**config.mk**
```make
export PLATFORM = sky130hd
export DESIGN_NAME = key_value_line_tokenizer_top
export DESIGN_NICKNAME = d
export VERILOG_FILES = /design/src/rtl/core/kvlt_pkg.sv /design/src/rtl/core/kvlt_front.sv /design/src/rtl/core/kvlt_queue.sv /design/src/rtl/core/kvlt_back.sv /design/src/rtl/core/key_value_line_tokenizer_top.sv
export SDC_FILE = /design/constraint.sdc
export NUM_CORES = 1
export LEC_CHECK = 0
export BUFFER_PORTS_ARGS = -buffer_cell sky130_fd_sc_hd__buf_2
export CAP_MARGIN = 10
export CORE_AREA = 5 5 184 186
export CTS_CLUSTER_DIAMETER = 100
export CTS_CLUSTER_SIZE = 14
export DETAILED_ROUTE_END_ITERATION = 12
export DIE_AREA = 0 0 189 191
export GPL_ROUTABILITY_DRIVEN = 0
export HOLD_SLACK_MARGIN = 0.12
export PLACE_DENSITY = 0.77
export SYNTH_ARGS = -nofsm -noshare
export SYNTH_HDL_FRONTEND = slang
export SYNTH_SLANG_ARGS = --single-unit
```
**constraint.sdc**
```tcl
create_clock -name aclk -period 6 [get_ports aclk]
set_input_delay 0.3 -clock aclk [delete_from_list [all_inputs] [get_ports aclk]]
set_output_delay 0.3 -clock aclk [all_outputs]
set_load 0.02 [all_outputs]
```
**src/rtl/core/kvlt_pkg.sv**
```systemverilog
// ----------------------------------------------------------------------------
// kvlt_pkg
// shared types and constants of the key/value line tokenizer
// ----------------------------------------------------------------------------
package kvlt_pkg;

    // default sizes handed to the top level
    localparam int STACK_DEPTH_DEF = 16;
    localparam int LINE_MAX_DEF    = 1024;

    // bundles held between front and back
    localparam int QUEUE_DEPTH = 4;

    // characters of interest
    localparam logic [7:0] CH_HASH  = 8'h23;
    localparam logic [7:0] CH_COLON = 8'h3A;
    localparam logic [7:0] CH_SPACE = 8'h20;
    localparam logic [7:0] CH_CR    = 8'h0D;
    localparam logic [7:0] CH_LF    = 8'h0A;

    typedef enum logic [2:0] {
        PH_INDENT,
        PH_KEY,
        PH_WS,
        PH_VALUE,
        PH_OK,
        PH_ERR
    } phase_t;

    typedef enum logic [2:0] {
        EV_INDENT   = 3'd0,
        EV_KEY      = 3'd1,
        EV_VALUE    = 3'd2,
        EV_LINE_OK  = 3'd3,
        EV_LINE_ERR = 3'd4
    } ev_kind_t;

    // all results caused by one input item
    typedef struct packed {
        logic        ind_v;
        logic [7:0]  old_indent;
        logic        tok_v;
        logic        tok_value;
        logic [9:0]  tok_start;
        logic [10:0] tok_len;
        logic        st_v;
        logic        st_err;
        logic [7:0]  new_indent;
    } bundle_t;

    // one result item
    typedef struct packed {
        ev_kind_t    kind;
        logic [9:0]  token_start;
        logic [10:0] token_length;
        logic [7:0]  new_indent;
        logic [7:0]  old_indent;
        logic        final_result;
    } result_t;

endpackage

```
**src/rtl/core/kvlt_front.sv**
```systemverilog
// ----------------------------------------------------------------------------
// kvlt_front
// per-character line scanner and indentation stack, emits at most one bundle per item
// ----------------------------------------------------------------------------
module kvlt_front #(
    parameter int STACK_DEPTH = kvlt_pkg::STACK_DEPTH_DEF,
    parameter int LINE_MAX    = kvlt_pkg::LINE_MAX_DEF
) (
    input  logic              aclk,
    input  logic              aresetn,
    input  logic              in_valid,
    input  logic              in_ready,
    input  logic [7:0]        in_char,
    input  logic              in_last,
    output logic              push,
    output kvlt_pkg::bundle_t push_data
);
    import kvlt_pkg::*;

    localparam int POS_W = $clog2(LINE_MAX + 1);
    localparam int LW    = $clog2(STACK_DEPTH + 1);
    localparam int AW    = $clog2(STACK_DEPTH);
    localparam logic [POS_W-1:0] POS_LIMIT = POS_W'(LINE_MAX);

    phase_t           phase_reg, phase_next;
    logic [POS_W-1:0] pos_reg, pos_next;
    logic [7:0]       space_reg, space_next;
    logic [POS_W-1:0] tbeg_reg, tbeg_next;
    logic [POS_W-1:0] lns_reg, lns_next;
    logic             vseen_reg, vseen_next;
    logic [LW-1:0]    level_reg, level_next;
    logic [7:0]       top_reg, under_reg, rd_reg;
    logic [7:0]       stack_mem [STACK_DEPTH];

    logic accept;
    assign accept = in_valid && in_ready;

    // indentation check against cached top two levels
    logic chk_push, chk_pop, chk_fail, chk_event;

    always_comb begin
        chk_push  = 1'b0;
        chk_pop   = 1'b0;
        chk_fail  = 1'b0;
        chk_event = 1'b0;
        if (level_reg == '0) begin
            chk_push = 1'b1;
        end else if (top_reg == space_reg) begin
            chk_push = 1'b0;
        end else if (space_reg > top_reg) begin
            if (level_reg >= LW'(STACK_DEPTH)) begin
                chk_fail = 1'b1;
            end else begin
                chk_push  = 1'b1;
                chk_event = 1'b1;
            end
        end else begin
            chk_pop = 1'b1;
            if (level_reg > LW'(1) && under_reg > space_reg) begin
                chk_fail = 1'b1;
            end else begin
                chk_event = 1'b1;
            end
        end
    end

    function automatic logic is_open(input phase_t ph);
        return (ph != PH_OK) && (ph != PH_ERR);
    endfunction

    function automatic logic [POS_W-1:0] span(input logic [POS_W-1:0] tb,
                                              input logic [POS_W-1:0] ln);
        return (ln > tb) ? ln - tb : '0;
    endfunction

    // walk of one character through the line phases
    phase_t           ph;
    logic [7:0]       sc;
    logic [POS_W-1:0] tb, ln, tok_s, tok_l, pos_inc;
    logic             vs, go, do_close, do_check, key_v, val_v, is_sp, is_term;

    assign pos_inc = pos_reg + POS_W'(1);

    always_comb begin
        ph       = phase_reg;
        sc       = space_reg;
        tb       = tbeg_reg;
        ln       = lns_reg;
        vs       = vseen_reg;
        go       = 1'b0;
        do_close = 1'b0;
        do_check = 1'b0;
        key_v    = 1'b0;
        val_v    = 1'b0;
        tok_s    = '0;
        tok_l    = '0;
        is_sp    = (in_char == CH_SPACE);
        is_term  = (in_char == CH_HASH) || (in_char == CH_CR) || (in_char == CH_LF);
        if (is_open(phase_reg)) begin
            if (pos_reg >= POS_LIMIT) begin
                ph = PH_ERR;
            end else if (is_term) begin
                do_close = 1'b1;
            end else begin
                go = 1'b1;
                if (ph == PH_INDENT) begin
                    if (is_sp) begin
                        if (sc != 8'hFF) sc = sc + 8'd1;
                        go = 1'b0;
                    end else begin
                        do_check = 1'b1;
                        if (chk_fail) begin
                            ph = PH_ERR;
                            go = 1'b0;
                        end else begin
                            tb = pos_reg;
                            ln = '0;
                            ph = PH_KEY;
                        end
                    end
                end
                if (go && ph == PH_KEY) begin
                    if (in_char == CH_COLON) begin
                        key_v = 1'b1;
                        tok_s = tb;
                        tok_l = span(tb, ln);
                        ph    = PH_WS;
                    end else if (!is_sp) begin
                        ln = pos_inc;
                    end
                    go = 1'b0;
                end
                if (go && ph == PH_WS) begin
                    if (is_sp) go = 1'b0;
                    else ph = PH_VALUE;
                end
                if (go && ph == PH_VALUE) begin
                    if (!vs) begin
                        vs = 1'b1;
                        tb = pos_reg;
                        ln = '0;
                    end
                    if (!is_sp) ln = pos_inc;
                end
                if (in_last && is_open(ph)) do_close = 1'b1;
            end
        end
        if (do_close) begin
            if (ph == PH_VALUE) begin
                val_v = 1'b1;
                tok_s = tb;
                tok_l = span(tb, ln);
                ph    = PH_OK;
            end else if (ph == PH_INDENT || ph == PH_WS) begin
                ph = PH_OK;
            end else if (ph == PH_KEY) begin
                ph = PH_ERR;
            end
        end
    end

    // next state
    logic do_push, do_pop;
    assign do_push = accept && do_check && chk_push;
    assign do_pop  = accept && do_check && chk_pop;

    always_comb begin
        phase_next = phase_reg;
        pos_next   = pos_reg;
        space_next = space_reg;
        tbeg_next  = tbeg_reg;
        lns_next   = lns_reg;
        vseen_next = vseen_reg;
        if (accept) begin
            if (in_last) begin
                phase_next = PH_INDENT;
                pos_next   = '0;
                space_next = '0;
                tbeg_next  = '0;
                lns_next   = '0;
                vseen_next = 1'b0;
            end else begin
                phase_next = ph;
                pos_next   = (pos_reg < POS_LIMIT) ? pos_inc : pos_reg;
                space_next = sc;
                tbeg_next  = tb;
                lns_next   = ln;
                vseen_next = vs;
            end
        end
    end

    always_comb begin
        level_next = level_reg;
        if (do_push) level_next = level_reg + LW'(1);
        else if (do_pop) level_next = level_reg - LW'(1);
    end

    // bundle outputs
    logic [POS_W+10:0] tok_s_w, tok_l_w;
    assign tok_s_w = (POS_W+11)'(tok_s);
    assign tok_l_w = (POS_W+11)'(tok_l);

    always_comb begin
        push_data.ind_v      = do_check && chk_event;
        push_data.old_indent = top_reg;
        push_data.tok_v      = key_v || val_v;
        push_data.tok_value  = val_v;
        push_data.tok_start  = tok_s_w[9:0];
        push_data.tok_len    = tok_l_w[10:0];
        push_data.st_v       = in_last;
        push_data.st_err     = (ph != PH_OK);
        push_data.new_indent = sc;
        push = accept && (push_data.ind_v || push_data.tok_v || push_data.st_v);
    end

    always_ff @(posedge aclk) begin
        if (!aresetn) begin
            phase_reg <= PH_INDENT;
            pos_reg   <= '0;
            space_reg <= '0;
            tbeg_reg  <= '0;
            lns_reg   <= '0;
            vseen_reg <= 1'b0;
            level_reg <= '0;
        end else begin
            phase_reg <= phase_next;
            pos_reg   <= pos_next;
            space_reg <= space_next;
            tbeg_reg  <= tbeg_next;
            lns_reg   <= lns_next;
            vseen_reg <= vseen_next;
            level_reg <= level_next;
        end
    end

    // stack: full copy in memory, top two levels cached, third prefetched
    logic [LW-1:0] rd_addr_full;
    assign rd_addr_full = level_next - LW'(3);

    always_ff @(posedge aclk) begin
        if (do_push) begin
            stack_mem[level_reg[AW-1:0]] <= space_reg;
            top_reg   <= space_reg;
            under_reg <= top_reg;
        end else if (do_pop) begin
            top_reg   <= under_reg;
            under_reg <= rd_reg;
        end
        if (level_next >= LW'(3)) rd_reg <= stack_mem[rd_addr_full[AW-1:0]];
    end

endmodule

```
**src/rtl/core/kvlt_queue.sv**
```systemverilog
// ----------------------------------------------------------------------------
// kvlt_queue
// small bundle queue between front and back
// ----------------------------------------------------------------------------
module kvlt_queue (
    input  logic              aclk,
    input  logic              aresetn,
    input  logic              push,
    input  kvlt_pkg::bundle_t push_data,
    input  logic              pop,
    output kvlt_pkg::bundle_t head,
    output logic              full,
    output logic              empty
);
    import kvlt_pkg::*;

    localparam int PW = $clog2(QUEUE_DEPTH);

    bundle_t       slot_reg [QUEUE_DEPTH];
    logic [PW-1:0] wr_ptr_reg, rd_ptr_reg;
    logic [PW:0]   count_reg;

    assign full  = (count_reg == (PW+1)'(QUEUE_DEPTH));
    assign empty = (count_reg == '0);
    assign head  = slot_reg[rd_ptr_reg];

    always_ff @(posedge aclk) begin
        if (push) slot_reg[wr_ptr_reg] <= push_data;
    end

    always_ff @(posedge aclk) begin
        if (!aresetn) begin
            wr_ptr_reg <= '0;
            rd_ptr_reg <= '0;
            count_reg  <= '0;
        end else begin
            if (push) wr_ptr_reg <= wr_ptr_reg + PW'(1);
            if (pop) rd_ptr_reg <= rd_ptr_reg + PW'(1);
            if (push && !pop) count_reg <= count_reg + (PW+1)'(1);
            else if (pop && !push) count_reg <= count_reg - (PW+1)'(1);
        end
    end

endmodule

```
**src/rtl/core/kvlt_back.sv**
```systemverilog
// ----------------------------------------------------------------------------
// kvlt_back
// splits each bundle into registered result items, one per unstalled cycle
// ----------------------------------------------------------------------------
module kvlt_back (
    input  logic              aclk,
    input  logic              aresetn,
    input  kvlt_pkg::bundle_t head,
    input  logic              q_empty,
    output logic              pop,
    output logic              out_valid,
    input  logic              out_ready,
    output kvlt_pkg::result_t out_data
);
    import kvlt_pkg::*;

    logic [2:0] done_reg, done_next;
    logic [2:0] remaining, sel, left;
    logic       out_valid_reg, out_valid_next, load, is_final;
    result_t    out_reg, out_next;

    assign remaining = {head.st_v, head.tok_v, head.ind_v} & ~done_reg;
    assign load      = (!out_valid_reg || out_ready) && !q_empty;

    // order: indent, token, line status
    always_comb begin
        priority if (remaining[0]) sel = 3'b001;
        else if (remaining[1]) sel = 3'b010;
        else sel = 3'b100;
    end

    assign left     = remaining & ~sel;
    assign is_final = (left == '0);
    assign pop      = load && is_final;

    always_comb begin
        out_next              = out_reg;
        out_next.new_indent   = head.new_indent;
        out_next.final_result = is_final;
        out_next.token_start  = '0;
        out_next.token_length = '0;
        out_next.old_indent   = '0;
        unique case (sel)
            3'b001: begin
                out_next.kind       = EV_INDENT;
                out_next.old_indent = head.old_indent;
            end
            3'b010: begin
                out_next.kind         = head.tok_value ? EV_VALUE : EV_KEY;
                out_next.token_start  = head.tok_start;
                out_next.token_length = head.tok_len;
            end
            default: begin
                out_next.kind = head.st_err ? EV_LINE_ERR : EV_LINE_OK;
            end
        endcase
    end

    always_comb begin
        done_next      = done_reg;
        out_valid_next = out_valid_reg;
        if (load) begin
            done_next      = is_final ? 3'b000 : (done_reg | sel);
            out_valid_next = 1'b1;
        end else if (out_ready) begin
            out_valid_next = 1'b0;
        end
    end

    always_ff @(posedge aclk) begin
        if (!aresetn) begin
            done_reg      <= '0;
            out_valid_reg <= 1'b0;
        end else begin
            done_reg      <= done_next;
            out_valid_reg <= out_valid_next;
        end
    end

    always_ff @(posedge aclk) begin
        if (load) out_reg <= out_next;
    end

    assign out_valid = out_valid_reg;
    assign out_data  = out_reg;

endmodule

```
**src/rtl/core/key_value_line_tokenizer_top.sv**
```systemverilog
// ----------------------------------------------------------------------------
// key_value_line_tokenizer_top
// streaming tokenizer for indented "key: value" lines, one character per item
// ----------------------------------------------------------------------------
// Characters of a line enter one per item, with s_tlast on the final byte of
// the line buffer. The front scanner takes one item every clock cycle as long
// as its bundle queue (four entries) has room; it never waits on the output
// side directly. Each item that causes results leaves one bundle of one to
// three result items (indent change, key or value, line status) in the
// queue. The back end sends exactly one result item per cycle through an
// output register while the receiver is ready, so the output stream sets
// the sustained rate: a line of n characters needs n input items and one
// output item per result (at most an indent change, key, value, status). The
// indentation stack is kept in a memory of STACK_DEPTH entries, undefined
// after reset, with the top two levels cached in registers and the third
// prefetched through the memory's registered read port, so back-to-back
// indent checks on consecutive one-character lines run at full rate. No
// clearing pass is needed after reset. A line that is still open when a byte
// arrives at offset LINE_MAX or beyond reports a line error on its last byte.
// ----------------------------------------------------------------------------
module key_value_line_tokenizer_top #(
    parameter int STACK_DEPTH = kvlt_pkg::STACK_DEPTH_DEF,  // levels held, 2 to 256
    parameter int LINE_MAX    = kvlt_pkg::LINE_MAX_DEF      // longest line, 16 to 1024
) (
    input  logic        aclk,
    input  logic        aresetn,
    // character items in
    input  logic        s_tvalid,
    output logic        s_tready,
    input  logic [7:0]  s_tdata,   // [7:0] character
    input  logic        s_tlast,   // last_char
    // result items out
    output logic        m_tvalid,
    input  logic        m_tready,
    output logic [39:0] m_tdata,   // [2:0] event_kind, [12:3] token_start,
                                   // [23:13] token_length, [31:24] new_indent,
                                   // [39:32] old_indent
    output logic        m_tlast    // final_result
);
    import kvlt_pkg::*;

    logic    q_push, q_pop, q_full, q_empty;
    bundle_t q_in, q_head;
    result_t res;

    // front only waits on queue space
    assign s_tready = !q_full;

    kvlt_front #(
        .STACK_DEPTH (STACK_DEPTH),
        .LINE_MAX    (LINE_MAX)
    ) u_front (
        .aclk      (aclk),
        .aresetn   (aresetn),
        .in_valid  (s_tvalid),
        .in_ready  (s_tready),
        .in_char   (s_tdata),
        .in_last   (s_tlast),
        .push      (q_push),
        .push_data (q_in)
    );

    // decouples the scanner from output stalls
    kvlt_queue u_queue (
        .aclk      (aclk),
        .aresetn   (aresetn),
        .push      (q_push),
        .push_data (q_in),
        .pop       (q_pop),
        .head      (q_head),
        .full      (q_full),
        .empty     (q_empty)
    );

    // one result item per cycle from the head bundle unless the output stalls
    kvlt_back u_back (
        .aclk      (aclk),
        .aresetn   (aresetn),
        .head      (q_head),
        .q_empty   (q_empty),
        .pop       (q_pop),
        .out_valid (m_tvalid),
        .out_ready (m_tready),
        .out_data  (res)
    );

    // pack result fields, lowest field first
    assign m_tdata = {res.old_indent, res.new_indent, res.token_length,
                      res.token_start, res.kind};
    assign m_tlast = res.final_result;

endmodule

```
### Word-level counts from Yosys, hierarchy flattened

Memories as Yosys holds them, arrays and structs flattened. A register that Yosys moved wholly into a read port is not among the register bits.
Cells that the tools add are included.
W data, S select, Z words.

| operators by class | value |
|---|---|
| bitwise gates (word level) | 5 |
| magnitude comparators | 9 |
| reductions and logical operators | 42 |
| equal/unequal tests | 23 |
| muxes and demuxes | 151 |
| add/sub/neg operators | 11 |

Operators with widths:

| operator | number |
|---|---|
| $mux W11 | 39 |
| $mux W3 | 30 |
| $mux W8 | 11 |
| $mux W10 | 7 |
| $mux W1 | 58 |
| $eq A8 B6 Y1 const B | 3 |
| $gt A11 B11 Y1 | 2 |
| $sub A11 B11 Y11 | 2 |
| $logic_and A1 B1 Y1 | 17 |
| $eq A8 B4 Y1 const B | 2 |
| $gt A8 B8 Y1 | 2 |
| $eq A3 B2 Y1 const B | 5 |
| $ne A3 B3 Y1 const B | 5 |
| $logic_not A3 Y1 | 4 |
| $reduce_bool A2 Y1 | 6 |
| $add A11 B1 Y11 const B | 1 |
| $ge A11 B11 Y1 const B | 1 |
| $lt A11 B11 Y1 const B | 1 |
| $mux W5 | 2 |
| $eq A3 B1 Y1 const B | 3 |
| $add A8 B1 Y8 const B | 1 |
| $eq A8 B8 Y1 | 1 |
| $ne A8 B8 Y1 const B | 1 |
| $logic_or A1 B1 Y1 | 7 |
| 20 further kinds | 30 |

| storage, ports and cells | value |
|---|---|
| memory bits (writable) | 296 |
| flip-flop bits (word level) | 118 |
| output and inout bits | 43 |
| word-level logic and storage cells | 263 |
| memories | 2 |

Memories:

| name | depth | bits a word | read ports | clocked after Yosys merged registers in | write ports | line | RTL |
|---|---|---|---|---|---|---|---|
| u_queue.slot_reg | 4 | 42 | 1 | 1 | 1 | kvlt_queue.sv:19 | `bundle_t slot_reg [QUEUE_DEPTH];` |
| u_front.stack_mem | 16 | 8 | 1 | 1 | 1 | kvlt_front.sv:33 | `logic [7:0] stack_mem [STACK_DEPTH];` |

### Depth between registers and ports, before layout

| depth | value |
|---|---|
| depth in word-level cells | 40 |
| mapped depth | 24 |
| gate-level depth less buffers | 23 |

### Hierarchy

From an unflattened synthesis, not the netlist that was laid out.

| unflattened totals | value |
|---|---|
| cells, all modules | 1264 |
| area, all modules | 18819.3 µm² |

Modules (own cells, without submodules):

| module | instances | cells each | area an instance (µm²) |
|---|---|---|---|
| kvlt_front | 1 | 888 | 10542.6 |
| kvlt_queue | 1 | 263 | 6558.8 |
| kvlt_back | 1 | 112 | 1714.1 |
| key_value_line_tokenizer_top | 1 | 1 | 3.8 |

### Worst setup path before layout

Ideal clock, no wire load.

| path | value |
|---|---|
| path kind | register -> register |
| start | register u_front.space_reg[0] |
| end | memory u_queue.slot_reg[0][20] (netlist name), data pin |
| stages on the path, launching flop included | 20 |
| clock period less this slack | 5.264 ns |
| arrival | 4.998 ns |
| path slack | 0.736 ns |
| cell sequence | dfxtp_1 -> inv_1 -> ha_1 -> nand4_1 -> or2_1 -> and3_1 -> a31oi_1 -> nand3_2 -> a21oi_1 -> clkbuf_1 -> mux2_2 -> ha_1 -> fa_1 -> nor2b_1 -> nand2_1 -> nor3b_1 -> mux2i_1 -> a41oi_1 -> mux2_2 -> a22o_1 |

RTL lines:

| what | line | RTL |
|---|---|---|
| start, declared | kvlt_front.sv:27 | `logic [7:0] space_reg, space_next;` |
| start signal, assigned | kvlt_front.sv:229 | `space_reg <= space_next;` |
| end, declared | kvlt_queue.sv:19 |  |

==> summary.md <==
| Metric | Value |
|---|---|
| WHS Endpoint | u_queue.slot_reg[1][9] |
| Pwr Density | 460 nW/um^2 |
| Most instantiated cells after synthesis | edfxtp_1, nand2_1, mux4_2 |
| Initial DRC count | 1109 |
| R2R cell count | 22 |
| # Max-Cap Violations | 0 |
| Critical path's slowest cell | edfxtp_1 |
| RSZ-0062 raised after global routing | no |
| Initial Util | 0.591 |
| Final worst slack | 0.418 ns |
| FF-to-FF Start | u_front.top_reg[7] |
| CP top delay family | compound AO/OA/AOI/OAI gates |
| Vias in the first global route | 10.9k |
| Hold WS | 0.205 ns |
| Largest net degree at the start of global routing | 61 |
| Bufs and invs on worst path | 3 |
| RR Endpoint | u_queue.slot_reg[1][16] |
| Share of layout cells above drive strength 1 | 0.174 |
| Final cycle utilization of the critical path | 0.930 |
| Yosys top cell by area | edfxtp_1 |
| Clk_skew | 0.0188 ns |
| Max reg flops | 168 |
| CP Class | flop to flop |
| Initial antenna violation count | 0 |
| Max VDD drop | 0.732 mV |
| Place WS | 0.372 ns |
| Leakage Power | 7.39 nW |
| Remaining global-route overflow | 0 |
| Slew @ Worst Pin | 1.02 ns |
| Crit-path cells | inv_1, ha_1, nand4_1, or2_1, and3_1, a31oi_1, nand3_2, buf_4, a21oi_1, ha_1, nor2b_1, o21ai_0, a21boi_0, o21ai_0, nand2b_1, a21o_1, a21o_1, a21o_1, a21oi_1, a2111oi_2, buf_4, a32o_1 |
| Diodes inserted | 0 |
| Final setup fails | 0 |
| CTS Root Cell | clkbuf_16 |
| Slowest cell delay on critical path | 0.40 ns |
| EDFF count, synth | 361 |
| CTS H-tree depth | 2 |
| Post-synth top area share | 0.571 |
| Vias/cell | 6.24 |
| WL final | 39900 um |
| CP endpoint kind | flop |
| Status | finished clean |
| Post-CTS setup repair buffer count | 0 |
| CORE AREA | 32100 sq um |
| Post-Syn Instances | 1291 |
| GRT Resource Usage Total | 0.222 |
| Vias | 11.2k |
| Post-synth cell types | 75 |
| Critical Path RT | 6.26 ns |
| Most frequent cell after synthesis | edfxtp_1 |
| Die Height | 191 um |
| Hold-critical path depth | 1 |
| Post-route DRC | 0 |
| Final Max Slew Viols | 0 |
| Count of clock tree sinks | 424 |
| Row count | 66 |
| CTS clock-pin slew for the worst setup and hold paths | 0.06 ns |
| Final instance area | 20900 sq um |
| Final #Nets | 1428 |
| Yosys reg bits | 424 |
| Total power | 9.59 mW |
| Top FF cell, synth | edfxtp_1 |
| Syn nets | 1358 |
| Seq/Total Area, Yosys | 0.638 |
| Final HPWL DP | 26200 um |
| Min cycle time layout | 5.58 ns |
| Area after DPL | 19800 sq um |
| TritonCTS clock tree | done |
| Avg Inst Size Synth | 14.7 sq um |
| Mapped Area | 19000 sq um |
| Flop2flop setup slack | 0.42 ns |
| # port buffers | 55 |
| CP arrival | 5.84 ns |
| Asr flop ratio synth | 0 |
| HP Class | input port to flop |
| Cts bufs inserted | 36 |
| Beginning of the worst hold path | s_tlast |
| First-pass GRT wire length | 62500 um |
| Ranking of synthesized cells by area | edfxtp_1, mux4_2, dfxtp_1 |
| Synthesis Warnings | 0 |
| Fmax | 0.179 GHz |
| Router iterations before antenna repair | 5 |
| Layout area overhead | 10.0% |
| ANT nets after route | 0 |
| Clk_lat worst skew | 0.52 ns |
| Final TNS setup | 0 ns |
| DR WL/cell | 22.2 um |
| Maximum root-to-sink buffer count | 3 |
| Final hold vios | 0 |
| Cell mode on critical path | a21o_1 |
| Slew margin rel. | 0.319 |
| Die area | 36100 sq um |
| Ports | 56 |
| Startpoint types | flop |
| Crit path max fanout | 21 |
| Chip Width | 189 um |
-- what timing repair did --
action | CTS | global route
hold endpoints to repair | 1 | 0
hold buffers | 1 | 0
gates resized for setup | 0 | 1
endpoints found under the setup margin | 0 | 4
-- layer usage --
metal  track usage  share of wire
met1         0.330           0.44
met4        0.0502          0.018
met5             0              0
met2         0.355           0.48
met3        0.0336          0.067
-- how the worst max path moves through the flow --
stage,start,end,slack (ns),cells after the start
finish,u_front.top_reg[7],u_queue.slot_reg[1][16],0.42,22
global route,u_front.top_reg[7],u_queue.slot_reg[3][16],0.02,22
CTS,u_front.top_reg[6],u_queue.slot_reg[3][16],0.32,21
detailed placement,u_front.top_reg[4],u_queue.slot_reg[0][16],0.37,21
global placement,u_front.top_reg[7],u_queue.slot_reg[0][10],0.62,21
floorplan,u_front.space_reg[0],u_queue.slot_reg[0][20],0.74,19
-- kinds of logic (layout without fill, tap and decap cells) --
logic type                 Yosys count  in the layout  share of synthesized area
DFF                                424            424                      0.638
AOI/OAI and AO/OA                  210            210                     0.0742
buffers and inverters              102            199                     0.0210
adders and majority gates           55             55                     0.0373
and+or+nand+nor                    359            359                      0.101
muxes                              103            103                      0.109
xor gates and xnor gates            38             38                     0.0203
-- cells in the final DEF, fill, tap and decap left out, drive strengths merged, types with 5 or more instances in the layout --
| master | Yosys | routed |
|---|---|---|
| a21boi | 5 | 5 |
| a21o | 13 | 13 |
| a21oi | 36 | 36 |
| a22o | 11 | 11 |
| a22oi | 23 | 23 |
| a31oi | 11 | 11 |
| and2 | 45 | 45 |
| and3 | 32 | 32 |
| buf | 13 | 87 |
| clkbuf | 43 | 62 |
| dfxtp | 63 | 63 |
| edfxtp | 361 | 361 |
| ha | 51 | 51 |
| inv | 46 | 48 |
| mux2i | 19 | 19 |
| mux4 | 82 | 82 |
| nand2 | 86 | 86 |
| nand2b | 12 | 12 |
| nand3 | 20 | 20 |
| nand4 | 10 | 10 |
| nor2 | 58 | 58 |
| nor2b | 48 | 48 |
| nor3 | 22 | 22 |
| o211ai | 5 | 5 |
| o21a | 5 | 5 |
| o21ai | 71 | 71 |
| o22ai | 10 | 10 |
| xnor2 | 23 | 23 |
| xor2 | 15 | 15 |
-- metrics by stage --
| step | std cells | util |
|---|---|---|
| finish | 1796 | 0.650 |
| global route | 1796 | 0.650 |
| CTS | 1795 | 0.649 |
| detailed placement | 1729 | 0.617 |
| global placement | 1729 | 0.617 |
| floorplan | 1291 | - |
-- where the power goes --
part	internal (mW)	leakage [nW]	switching, mW
Clock	1.14	0.492	0.996
Combinational	1.46	2.92	1.93
Sequential	3.84	3.97	0.226
Total	6.44	7.39	3.15
-- final cells by class --
type	instances	area (sq um)
clock buffers	62	998
clock inverters	3	36.3
fillers	2182	11200
inverters	46	173
multi-input cells	765	6510
flip-flops and latches	424	12100
well taps	408	510
repair buffers	88	538
No activity file was read; power rests on OpenSTA's default activity.
